<file path="src/hdl/ptag_pkg.sv">
// ----------------------------------------------------------------------------
// ptag_pkg: shared definitions for the pixel tone adjust block
// Channel widths, luminance coefficients, register indexes and the
// control bundle that the top level hands to the lanes and the merge stage.
// ----------------------------------------------------------------------------
`default_nettype none

package ptag_pkg;

  localparam int ChanW = 8;
  localparam int CoefW = 16;
  localparam int ProdW = ChanW + CoefW;
  localparam int OffW  = 9;

  // Luminance weights in unsigned Q0.16; they sum to exactly one.
  localparam logic [CoefW-1:0] LUMA_R = 16'd19595;
  localparam logic [CoefW-1:0] LUMA_G = 16'd38470;
  localparam logic [CoefW-1:0] LUMA_B = 16'd7471;

  typedef enum logic [1:0] {
    REG_RED_OFF   = 2'd0,
    REG_GREEN_OFF = 2'd1,
    REG_BLUE_OFF  = 2'd2,
    REG_GRAY      = 2'd3
  } reg_idx_e;

  typedef struct packed {
    logic adv;        // every pipeline stage moves one step
    logic gray_mode;  // desaturation path selected
  } pipe_ctrl_t;

endpackage : ptag_pkg

`default_nettype wire

</file>
<file path="src/hdl/pixel_tone_adjust_with_gray_unit.sv">
// ----------------------------------------------------------------------------
// pixel_tone_adjust_with_gray_unit: RGBA tone offset with desaturation
// Top level: configuration registers, three channel lanes, the luminance
// merge stage and the pipeline handshake.
// ----------------------------------------------------------------------------
// The block takes one RGBA pixel per clock and returns one toned pixel per
// clock as long as the output side takes results. Each channel lane has four
// stages: weighted product, luminance merge, multiply by the gray factor, and
// offset with rounding and clamping into the output register. With the gray
// amount at zero each channel simply gets its signed offset and is clamped
// to 0..255; otherwise each channel is pulled toward the pixel luminance
// before the offset. Alpha travels alongside unchanged. The user must write
// the registers over the APB-style port only while no transaction is in
// flight; the block itself does not enforce this.
// ----------------------------------------------------------------------------
`default_nettype none

module pixel_tone_adjust_with_gray_unit
  import ptag_pkg::*;
(
  input  wire              clk_i,
  input  wire              rst_ni,
  // Pixel input channel.
  input  wire              in_valid_i,
  output logic             in_ready_o,
  input  wire [ChanW-1:0]  pixel_red_i,
  input  wire [ChanW-1:0]  pixel_green_i,
  input  wire [ChanW-1:0]  pixel_blue_i,
  input  wire [ChanW-1:0]  pixel_alpha_i,
  // Result channel.
  output logic             out_valid_o,
  input  wire              out_ready_i,
  output logic [ChanW-1:0] toned_red_o,
  output logic [ChanW-1:0] toned_green_o,
  output logic [ChanW-1:0] toned_blue_o,
  output logic [ChanW-1:0] toned_alpha_o,
  // Configuration port.
  input  wire              psel,
  input  wire              penable,
  input  wire              pwrite,
  input  wire [3:0]        paddr,
  input  wire [31:0]       pwdata,
  output logic [31:0]      prdata,
  output logic             pready
);

  localparam int Stages = 4;

  // Configuration registers.
  logic signed [OffW-1:0] off_r_q, off_g_q, off_b_q;
  logic [ChanW-1:0]       gray_q;
  logic                   cfg_wr;
  reg_idx_e               cfg_idx;

  assign pready  = 1'b1;
  assign cfg_wr  = psel & penable & pwrite;
  assign cfg_idx = reg_idx_e'(paddr[3:2]);

  always_ff @(posedge clk_i or negedge rst_ni) begin
    if (!rst_ni) begin
      off_r_q <= '0;
      off_g_q <= '0;
      off_b_q <= '0;
      gray_q  <= '0;
    end else if (cfg_wr) begin
      case (cfg_idx)
        REG_RED_OFF:   off_r_q <= $signed(pwdata[OffW-1:0]);
        REG_GREEN_OFF: off_g_q <= $signed(pwdata[OffW-1:0]);
        REG_BLUE_OFF:  off_b_q <= $signed(pwdata[OffW-1:0]);
        REG_GRAY:      gray_q  <= pwdata[ChanW-1:0];
        default: ;
      endcase
    end
  end

  // Offsets read back sign extended to the bus width.
  always_comb begin
    case (cfg_idx)
      REG_RED_OFF:   prdata = 32'(off_r_q);
      REG_GREEN_OFF: prdata = 32'(off_g_q);
      REG_BLUE_OFF:  prdata = 32'(off_b_q);
      REG_GRAY:      prdata = {24'd0, gray_q};
      default:       prdata = '0;
    endcase
  end

  // Gray factor round((255 - gray) * 65536 / 255). Since 65536 is
  // 255 * 257 + 1, this is k * 257 plus one when k is 128 or more, with
  // k = 255 - gray. Plain offset mode does not use it, so the wrap at a gray
  // amount of zero is harmless.
  logic [ChanW-1:0] gray_k;
  logic [CoefW-1:0] factor;

  assign gray_k = ChanW'(8'd255 - gray_q);
  assign factor = {gray_k, gray_k} + CoefW'(gray_k[ChanW-1]);

  // Pipeline control. All stages move together; a result that is not taken
  // freezes the whole pipe, bubbles included, until the output side takes it.
  logic [Stages-1:0] vld_q;
  pipe_ctrl_t        ctrl;

  assign ctrl.adv       = out_ready_i | ~vld_q[Stages-1];
  assign ctrl.gray_mode = (gray_q != '0);
  assign in_ready_o     = ctrl.adv;
  assign out_valid_o    = vld_q[Stages-1];

  always_ff @(posedge clk_i or negedge rst_ni) begin
    if (!rst_ni) begin
      vld_q <= '0;
    end else if (ctrl.adv) begin
      vld_q <= {vld_q[Stages-2:0], in_valid_i};
    end
  end

  // Alpha rides along in a plain delay line matching the lane depth.
  logic [ChanW-1:0] alpha_q [Stages];

  always_ff @(posedge clk_i) begin
    if (ctrl.adv) begin
      alpha_q[0] <= pixel_alpha_i;
      for (int s = 1; s < Stages; s++) begin
        alpha_q[s] <= alpha_q[s-1];
      end
    end
  end

  assign toned_alpha_o = alpha_q[Stages-1];

  // Channel lanes and the luminance merge between them.
  logic [ProdW-1:0] prod_r, prod_g, prod_b, lum;

  ptag_lane u_lane_r (
    .clk_i       (clk_i),
    .ctrl_i      (ctrl),
    .chan_i      (pixel_red_i),
    .luma_coef_i (LUMA_R),
    .lum_i       (lum),
    .factor_i    (factor),
    .offset_i    (off_r_q),
    .prod_o      (prod_r),
    .chan_o      (toned_red_o)
  );

  ptag_lane u_lane_g (
    .clk_i       (clk_i),
    .ctrl_i      (ctrl),
    .chan_i      (pixel_green_i),
    .luma_coef_i (LUMA_G),
    .lum_i       (lum),
    .factor_i    (factor),
    .offset_i    (off_g_q),
    .prod_o      (prod_g),
    .chan_o      (toned_green_o)
  );

  ptag_lane u_lane_b (
    .clk_i       (clk_i),
    .ctrl_i      (ctrl),
    .chan_i      (pixel_blue_i),
    .luma_coef_i (LUMA_B),
    .lum_i       (lum),
    .factor_i    (factor),
    .offset_i    (off_b_q),
    .prod_o      (prod_b),
    .chan_o      (toned_blue_o)
  );

  ptag_luma_merge u_merge (
    .clk_i    (clk_i),
    .ctrl_i   (ctrl),
    .prod_r_i (prod_r),
    .prod_g_i (prod_g),
    .prod_b_i (prod_b),
    .lum_o    (lum)
  );

`ifndef SYNTHESIS
  // The input side may only be held off by a result that is not taken.
  a_ready_rule: assert property (@(posedge clk_i) disable iff (!rst_ni)
    in_ready_o == (out_ready_i || !out_valid_o))
    else $error("input ready does not follow the output stall");

  // An accepted transaction always occupies the first stage next cycle.
  a_accept_enters: assert property (@(posedge clk_i) disable iff (!rst_ni)
    in_valid_i && in_ready_o |=> vld_q[0])
    else $error("accepted transaction missing from the first stage");

  // A stall freezes every stage so that nothing is lost or duplicated.
  a_stall_freezes: assert property (@(posedge clk_i) disable iff (!rst_ni)
    !ctrl.adv |=> $stable(vld_q))
    else $error("pipeline moved during a stall");

  // A gray amount write lands in the register.
  a_gray_write: assert property (@(posedge clk_i) disable iff (!rst_ni)
    cfg_wr && (cfg_idx == REG_GRAY) |=> gray_q == $past(pwdata[ChanW-1:0]))
    else $error("gray amount write lost");
`endif

endmodule : pixel_tone_adjust_with_gray_unit

`default_nettype wire

</file>
<file path="src/hdl/ptag_luma_merge.sv">
// ----------------------------------------------------------------------------
// ptag_luma_merge: luminance merge stage
// Sums the three weighted channel products from the lanes into one registered
// Q8.16 luminance that every lane then uses.
// ----------------------------------------------------------------------------
`default_nettype none

module ptag_luma_merge
  import ptag_pkg::*;
(
  input  wire              clk_i,
  input  wire pipe_ctrl_t  ctrl_i,
  input  wire [ProdW-1:0]  prod_r_i,
  input  wire [ProdW-1:0]  prod_g_i,
  input  wire [ProdW-1:0]  prod_b_i,
  output logic [ProdW-1:0] lum_o
);

  logic [ProdW-1:0] lum_d;
  logic [ProdW-1:0] lum_q;

  // The weights sum to one, so the total never exceeds 255 in Q8.16.
  assign lum_d = prod_r_i + prod_g_i + prod_b_i;

  always_ff @(posedge clk_i) begin
    if (ctrl_i.adv) begin
      lum_q <= lum_d;
    end
  end

  assign lum_o = lum_q;

endmodule : ptag_luma_merge

`default_nettype wire

</file>
<file path="src/hdl/ptag_lane.sv">
// ----------------------------------------------------------------------------
// ptag_lane: one color channel lane
// Four stages: weighted product, wait for luminance, pull toward luminance,
// then offset, round and clamp into the output register.
// ----------------------------------------------------------------------------
`default_nettype none

module ptag_lane
  import ptag_pkg::*;
(
  input  wire                    clk_i,
  input  wire pipe_ctrl_t        ctrl_i,
  input  wire [ChanW-1:0]        chan_i,
  input  wire [CoefW-1:0]        luma_coef_i,
  input  wire [ProdW-1:0]        lum_i,
  input  wire [CoefW-1:0]        factor_i,
  input  wire signed [OffW-1:0]  offset_i,
  output logic [ProdW-1:0]       prod_o,
  output logic [ChanW-1:0]       chan_o
);

  localparam int DiffW = ProdW + 1;
  localparam int MulW  = DiffW + CoefW + 1;
  localparam int SumW  = MulW + 2;
  localparam int QW    = SumW - 32;

  logic [ChanW-1:0]        c1_q, c2_q, c3_q;
  logic [ProdW-1:0]        p1_q, l3_q;
  logic signed [MulW-1:0]  m3_q;
  logic [ChanW-1:0]        out_q;

  logic signed [DiffW-1:0] diff;
  logic signed [MulW-1:0]  m3_d;
  logic signed [SumW-1:0]  v;
  logic signed [QW-1:0]    q;
  logic signed [ChanW+1:0] plain;
  logic [ChanW-1:0]        gray_res, plain_res, out_d;

  // Distance from the luminance, signed Q8.16.
  assign diff = $signed({1'b0, c2_q, {CoefW{1'b0}}}) - $signed({1'b0, lum_i});
  assign m3_d = MulW'(diff) * MulW'($signed({1'b0, factor_i}));

  // Signed Q11.32 sum with the rounding half added, then floor by taking the top bits.
  assign v = SumW'(m3_q)
           + $signed({{(SumW-ProdW-CoefW){1'b0}}, l3_q, {CoefW{1'b0}}})
           + $signed({{(SumW-OffW-32){offset_i[OffW-1]}}, offset_i, 32'd0})
           + $signed({{(SumW-32){1'b0}}, 1'b1, 31'd0});
  assign q = v[SumW-1:32];

  always_comb begin
    if (q < 0) begin
      gray_res = '0;
    end else if (q > $signed(QW'(255))) begin
      gray_res = '1;
    end else begin
      gray_res = q[ChanW-1:0];
    end
  end

  assign plain = $signed({2'b00, c3_q}) + $signed({offset_i[OffW-1], offset_i});

  always_comb begin
    if (plain < 0) begin
      plain_res = '0;
    end else if (plain > $signed((ChanW+2)'(255))) begin
      plain_res = '1;
    end else begin
      plain_res = plain[ChanW-1:0];
    end
  end

  assign out_d = ctrl_i.gray_mode ? gray_res : plain_res;

  always_ff @(posedge clk_i) begin
    if (ctrl_i.adv) begin
      c1_q  <= chan_i;
      p1_q  <= ProdW'(chan_i) * luma_coef_i;
      c2_q  <= c1_q;
      c3_q  <= c2_q;
      l3_q  <= lum_i;
      m3_q  <= m3_d;
      out_q <= out_d;
    end
  end

  assign prod_o = p1_q;
  assign chan_o = out_q;

endmodule : ptag_lane

`default_nettype wire

</file>
<file path="config.mk">
export PLATFORM = sky130hd
export DESIGN_NAME = pixel_tone_adjust_with_gray_unit
export DESIGN_NICKNAME = d
export VERILOG_FILES = /design/src/hdl/ptag_pkg.sv /design/src/hdl/pixel_tone_adjust_with_gray_unit.sv /design/src/hdl/ptag_luma_merge.sv /design/src/hdl/ptag_lane.sv
export SDC_FILE = /design/constraint.sdc
export NUM_CORES = 2
export LEC_CHECK = 0
export BUFFER_PORTS_ARGS = -buffer_cell sky130_fd_sc_hd__buf_4
export CAP_MARGIN = 20
export CORE_MARGIN = 2
export CORE_UTILIZATION = 25
export DETAILED_ROUTE_END_ITERATION = 16
export SETUP_SLACK_MARGIN = 0.02
export SLEW_MARGIN = 20
export SYNTH_ARGS = -nofsm -noshare
export SYNTH_HDL_FRONTEND = slang
export SYNTH_HIERARCHICAL = 1
export SYNTH_SLANG_ARGS = --single-unit
export TNS_END_PERCENT = 10
</file>
<file path="constraint.sdc">
create_clock -name clk_i -period 23.2 [get_ports clk_i]
set_clock_uncertainty 0.1 [all_clocks]
set_input_delay 4.64 -clock clk_i [delete_from_list [all_inputs] [get_ports clk_i]]
set_output_delay 4.64 -clock clk_i [all_outputs]
set_load 0.03 [all_outputs]
</file>
### Yosys cells after proc, flatten, opt, wreduce, memory -nomap -nowiden

Memory sizes are Yosys's and may differ from the RTL's.
Cells that the tools add are included.

| operators by class | value |
|---|---|
| $add $sub $neg | 19 |
| shift operators | 0 |
| $lt $le $gt $ge | 12 |
| equal/unequal tests | 3 |
| mux-type cells | 18 |
| reduce and logical (&&, ||, !) cells | 6 |
| multiply operators | 6 |
| bitwise logic cells | 4 |
| divide/modulo/power cells | 0 |

Operator list:

| kind | count |
|---|---|
| $add A43 B41 Y44 | 3 |
| $add A44 B33 Y44 const B | 3 |
| $add A42 B41 Y43 | 3 |
| $pmux W32 S4 | 1 |
| $mul A25 B17 Y42 | 3 |
| $mux W8 | 15 |
| $sub A24 B24 Y25 | 3 |
| $add A24 B24 Y24 | 2 |
| $mul A8 B15 Y23 const B | 2 |
| $gt A12 B9 Y1 const B | 3 |
| $lt A12 B1 Y1 const B | 3 |
| $add A9 B9 Y10 | 3 |
| $gt A10 B9 Y1 const B | 3 |
| $lt A10 B1 Y1 const B | 3 |
| $mul A8 B13 Y21 const B | 1 |
| $add A16 B1 Y16 | 1 |
| $reduce_and A2 Y1 | 4 |
| $reduce_bool A8 Y1 | 1 |
| $sub A8 B8 Y8 const A | 1 |
| $eq A2 B2 Y1 const B | 2 |
| $and A1 B1 Y1 | 2 |
| $eq A2 B1 Y1 const B | 1 |
| $logic_not A2 Y1 | 1 |
| $mux W1 | 2 |
| 2 further kinds | 2 |

| storage, ports and cells | value |
|---|---|
| logic and storage cells | 94 |
| bits in read-only memories | 0 |
| bits in latches | 0 |
| output and inout bits | 67 |
| memories kept | 1 |
| bits in registers | 380 |
| memory bits (writable) | 32 |

Memory list:

| memory | words | width | read ports | clocked after memory_dff | wr ports | RTL line | text |
|---|---|---|---|---|---|---|---|
| alpha_q | 4 | 8 | 4 | 0 | 4 | pixel_tone_adjust_with_gray_unit.sv:116 | `logic [ChanW-1:0] alpha_q [Stages];` |

### Logic depth before layout (Yosys ltp)

| depth | value |
|---|---|
| depth after elaboration | 7 |
| depth in mapped cells | 34 |
| gate-level depth less buffers | 32 |

### Cells and area by module

The synthesis kept the hierarchy.

By module, submodules not included:

| module | cells an instance | sequential area each (um^2) | area each (um^2) | instances |
|---|---|---|---|---|
| ptag_lane at u_lane_b | 2,479 | 3,183.1 | 23,684.0 | 1 |
| ptag_lane at u_lane_g | 2,403 | 3,183.1 | 23,219.8 | 1 |
| ptag_lane at u_lane_r | 2,378 | 3,183.1 | 23,177.2 | 1 |
| pixel_tone_adjust_with_gray_unit | 190 | 1,936.9 | 3,059.2 | 1 |
| ptag_luma_merge | 231 | 720.7 | 2,529.9 | 1 |

### Worst setup path before layout

No wires, ideal clock.

| path | value |
|---|---|
| kind | input to output |
| from | in out_ready_i |
| to | out in_ready_o |
| slack | 4.598 ns |
| stages on the path | 1 |
| arrival time | 13.862 ns |
| path buffers | 0 |
| cells stage by stage | nand2b_1 |

| between the ends | value |
|---|---|
| word-level cells in the longest chain between the ends | 1 |

Ends and longest elaborated chain:

| item | RTL line | text |
|---|---|---|
| start, declared | pixel_tone_adjust_with_gray_unit.sv:32 | `input wire out_ready_i,` |
| $or A1 B1 Y1 | pixel_tone_adjust_with_gray_unit.sv:102 | `assign ctrl.adv = out_ready_i \| ~vld_q[Stages-1];` |
| end, declared | pixel_tone_adjust_with_gray_unit.sv:25 | `output logic in_ready_o,` |

Every way passes these cells.

### Worst setup path after layout

| path | value |
|---|---|
| from | in paddr[2] |
| to | out prdata[3] |

| between the ends | value |
|---|---|
| word-level cells in the longest chain between the ends | 2 |
| elaborated cells between the ends (all ways) | 5 |
| those cells by class | eq/ne: 3; mux: 1; reduce/logical: 1 |

Ends and longest elaborated chain:

| item | RTL line | text |
|---|---|---|
| start, declared | pixel_tone_adjust_with_gray_unit.sv:41 | `input wire [3:0] paddr,` |
| $eq A2 B2 Y1 (tied with other cells) | pixel_tone_adjust_with_gray_unit.sv:78 | `case (cfg_idx)` |
| $pmux W32 S4 * | pixel_tone_adjust_with_gray_unit.sv:78 |  |
| end, declared | pixel_tone_adjust_with_gray_unit.sv:43 | `output logic [31:0] prdata,` |

Mark *: on every way between the ends. The rest lies on a longest branch, timed or not.

==> results.json <==
{
  "rsz0062_at_grt": "false",
  "status": "complete, no violations",
  "track_usage": 0.122,
  "syn2layout_area_growth_pct": 11.7,
  "dieArea_um2": 307000,
  "fmax_mhz": 95.7,
  "finalCriticalPeriod_ns": 10.45,
  "firstDrtPassIters": 5,
  "ctsHoldBuffers": 0,
  "crit_chain": "buf_4 -> mux4_1 -> buf_4",
  "io_pins": 142,
  "cts.sinks": 413,
  "numCtsBuffers": 50,
  "synth_top_cell_by_area": "fa_1",
  "portBuffers": 115,
  "cts-root-buf": "clkbuf_16",
  "drv_cap": 0,
  "start_util": 0.251,
  "postPlaceCellArea_um2": 83000,
  "tightestPinTransition_ns": 1.14,
  "slew_headroom": 0.241,
  "fin_tns_setup_ns": 0,
  "syn-cell-area_um2": 75700,
  "drv_slew": 0,
  "yosysMostFrequentCell": "inv_1",
  "drive_above_1_share": 0.0585,
  "die_y_um": 554,
  "yosysWarnings": 6,
  "htree_levels": 2,
  "drtAntennaViolNets": 0,
  "critPathCaptureType": "output pin",
  "netlist_instances": 7681,
  "cts_setup_buffers": 0,
  "min_path_type": "flop to flop",
  "wl_mm": 183,
  "slowest_delay_ns": 0.63,
  "synth_seq_cells": 413,
  "yosysSeqAreaShare": 0.161,
  "cp_data_arrival_time_ns": 5.71,
  "dpl.hpwl_mm": 144,
  "crit_fanout": 14,
  "dr_total_vias": 51000,
  "rows": 202,
  "synthTopCellsByCount": "1,734 x inv_1, 1,470 x fa_1, 1,005 x nand2_1, 676 x and2_1, 636 x ha_1",
  "crit_path_frequent_cell": "buf_4",
  "path_clk_slew_ns": 0.06,
  "antenna_found_initial": 5,
  "grt_pass1_vias": 54400,
  "postCtsResizedCells": 0,
  "synth_ff_type": "edfxtp_1",
  "start_kind": "input port",
  "viasPerCell": 4.22,
  "clk_latency_ns": 0.63,
  "fin_area_um2": 84500,
  "synthArstFlopShare": 0.0944,
  "crit_type": "input port to output pin",
  "period_share": 0.450,
  "avgSynthCellArea_um2": 9.85,
  "wl_per_cell_um": 15.1,
  "netlist-cell-type-count": 116,
  "nets": 10300,
  "grt_max_degree": 110,
  "cts_tree": "done",
  "overflow": 0,
  "slowest_stage": "mux4_1",
  "initialDrtViolationCount": 2796,
  "place_congestion": 0.856,
  "grt_first_pass_wirelength_mm": 301,
  "r2r_slack_ns": 13.57,
  "cts.path.max_buffers": 3,
  "synthTopCellsByArea": "fa_1 39%, edfxtp_1 15%, ha_1 11%",
  "worst_ep_required_time_ns": 18.46,
  "synth_top_area_frac": 0.389,
  "hold_viol_final": 0,
  "setup_viol_count_final": 0,
  "drc": 0,
  "synth-edff-count": 374,
  "dieWidth_um": 554,
  "coreArea_um2": 302000
}
## per-stage QoR
stage / hold slack (ns) / instances / util / setup WS (ns)
after detailed placement: 0.305 / 12000 / 0.275 / 12.74
after global placement: 0.301 / 12000 / 0.275 / 12.75
final: 0.308 / 12100 / 0.280 / 12.75
after CTS: 0.312 / 12100 / 0.280 / 12.75
after floorplan: 0.300 / 8043 / - / 4.60
after global routing: 0.320 / 12100 / 0.280 / 12.72
## state kept, by name, indices dropped and copies added (netlist names), 24 cells and up
register / count
alpha_q: 32
u_lane_b/m3_q: 26
u_lane_g/m3_q: 26
u_lane_r/m3_q: 26
u_lane_b/l3_q: 24
u_lane_b/prod_o: 24
u_lane_g/l3_q: 24
u_lane_g/prod_o: 24
u_lane_r/l3_q: 24
u_lane_r/prod_o: 24
u_merge/lum_o: 24
## final cells by class
class                           instances  area, µm²
Clock inverter                         35        284
Timing Repair Buffer                  234       1780
Multi-Input combinational cell       5645      57500
Sequential cell                       413      12200
Clock buffer                           55       1270
Fill cell                           31800     217000
Antenna cell                            2       5.00
Tap cell                             3978       4980
Inverter                             1734       6510
## metal layers
layer,wire length [µm],global-route usage,vias up
met5,0,0,-
met4,3620,0.0236,0
met3,7470,0.0113,154
met2,90100,0.214,976
met1,82100,0.164,25900
li1,-,-,24000
## critical path: cells and delay by family
family                 cells  cell delay (ns)
multiplexers               1             0.63
buffers and inverters      2             0.44
## cells in the final DEF, fill, tap and decap left out, types with 12 or more instances in the layout
cell type,count
a21o_1,87
conb_1,364
a21oi_1,196
o21bai_1,18
edfxtp_1,374
and3_1,31
nor2_1,166
nand2_1,1005
a31oi_1,25
mux2_2,39
nor4_1,16
nand3_1,54
nor2b_1,31
xnor2_1,185
inv_1,1734
dfrtp_1,39
xnor2_2,21
o211ai_1,12
clkbuf_16,50
nand2b_1,23
nor3_1,71
nand4_1,16
ha_1,634
fa_1,1470
xor2_1,59
and2_1,676
or3_1,15
o21ai_0,98
o21a_1,36
a211oi_1,26
buf_4,232
o21ai_1,19
## cell families (layout without fill, tap and decap cells)
group                      Yosys count  after routing  synth area share
xor gates and xnor gates           273            273            0.0322
adders and majority gates         2106           2106             0.494
other                                2            366         0.0000992
buffers and inverters             1985           2058             0.101
DFF                                413            413             0.161
and+or+nand+nor                   2185           2185             0.143
AOI/OAI and AO/OA                  661            661            0.0597
muxes                               56             56           0.00942
## final timing paths
path                                          endpoint  cells after the start                  startpoint
max                                          prdata[3]                      3                    paddr[2]
min                         u_lane_b/c2_q[4]$_DFFE_PP_                      0  u_lane_b/c1_q[4]$_DFFE_PP_
max reg2reg                u_lane_b/m3_q[40]$_DFFE_PP_                     30  u_merge/lum_o[0]$_DFFE_PP_
min reg2reg                 u_lane_b/c2_q[4]$_DFFE_PP_                      0  u_lane_b/c1_q[4]$_DFFE_PP_
max in group asynchronous        gray_q[1]$_DFFE_PN0P_                      1                      rst_ni
min in group asynchronous       off_r_q[0]$_DFFE_PN0P_                      1                      rst_ni
Power is left out: the tool's default activity adds up to more than one toggle a clock period on the data nets, which glitch-free logic cannot reach.
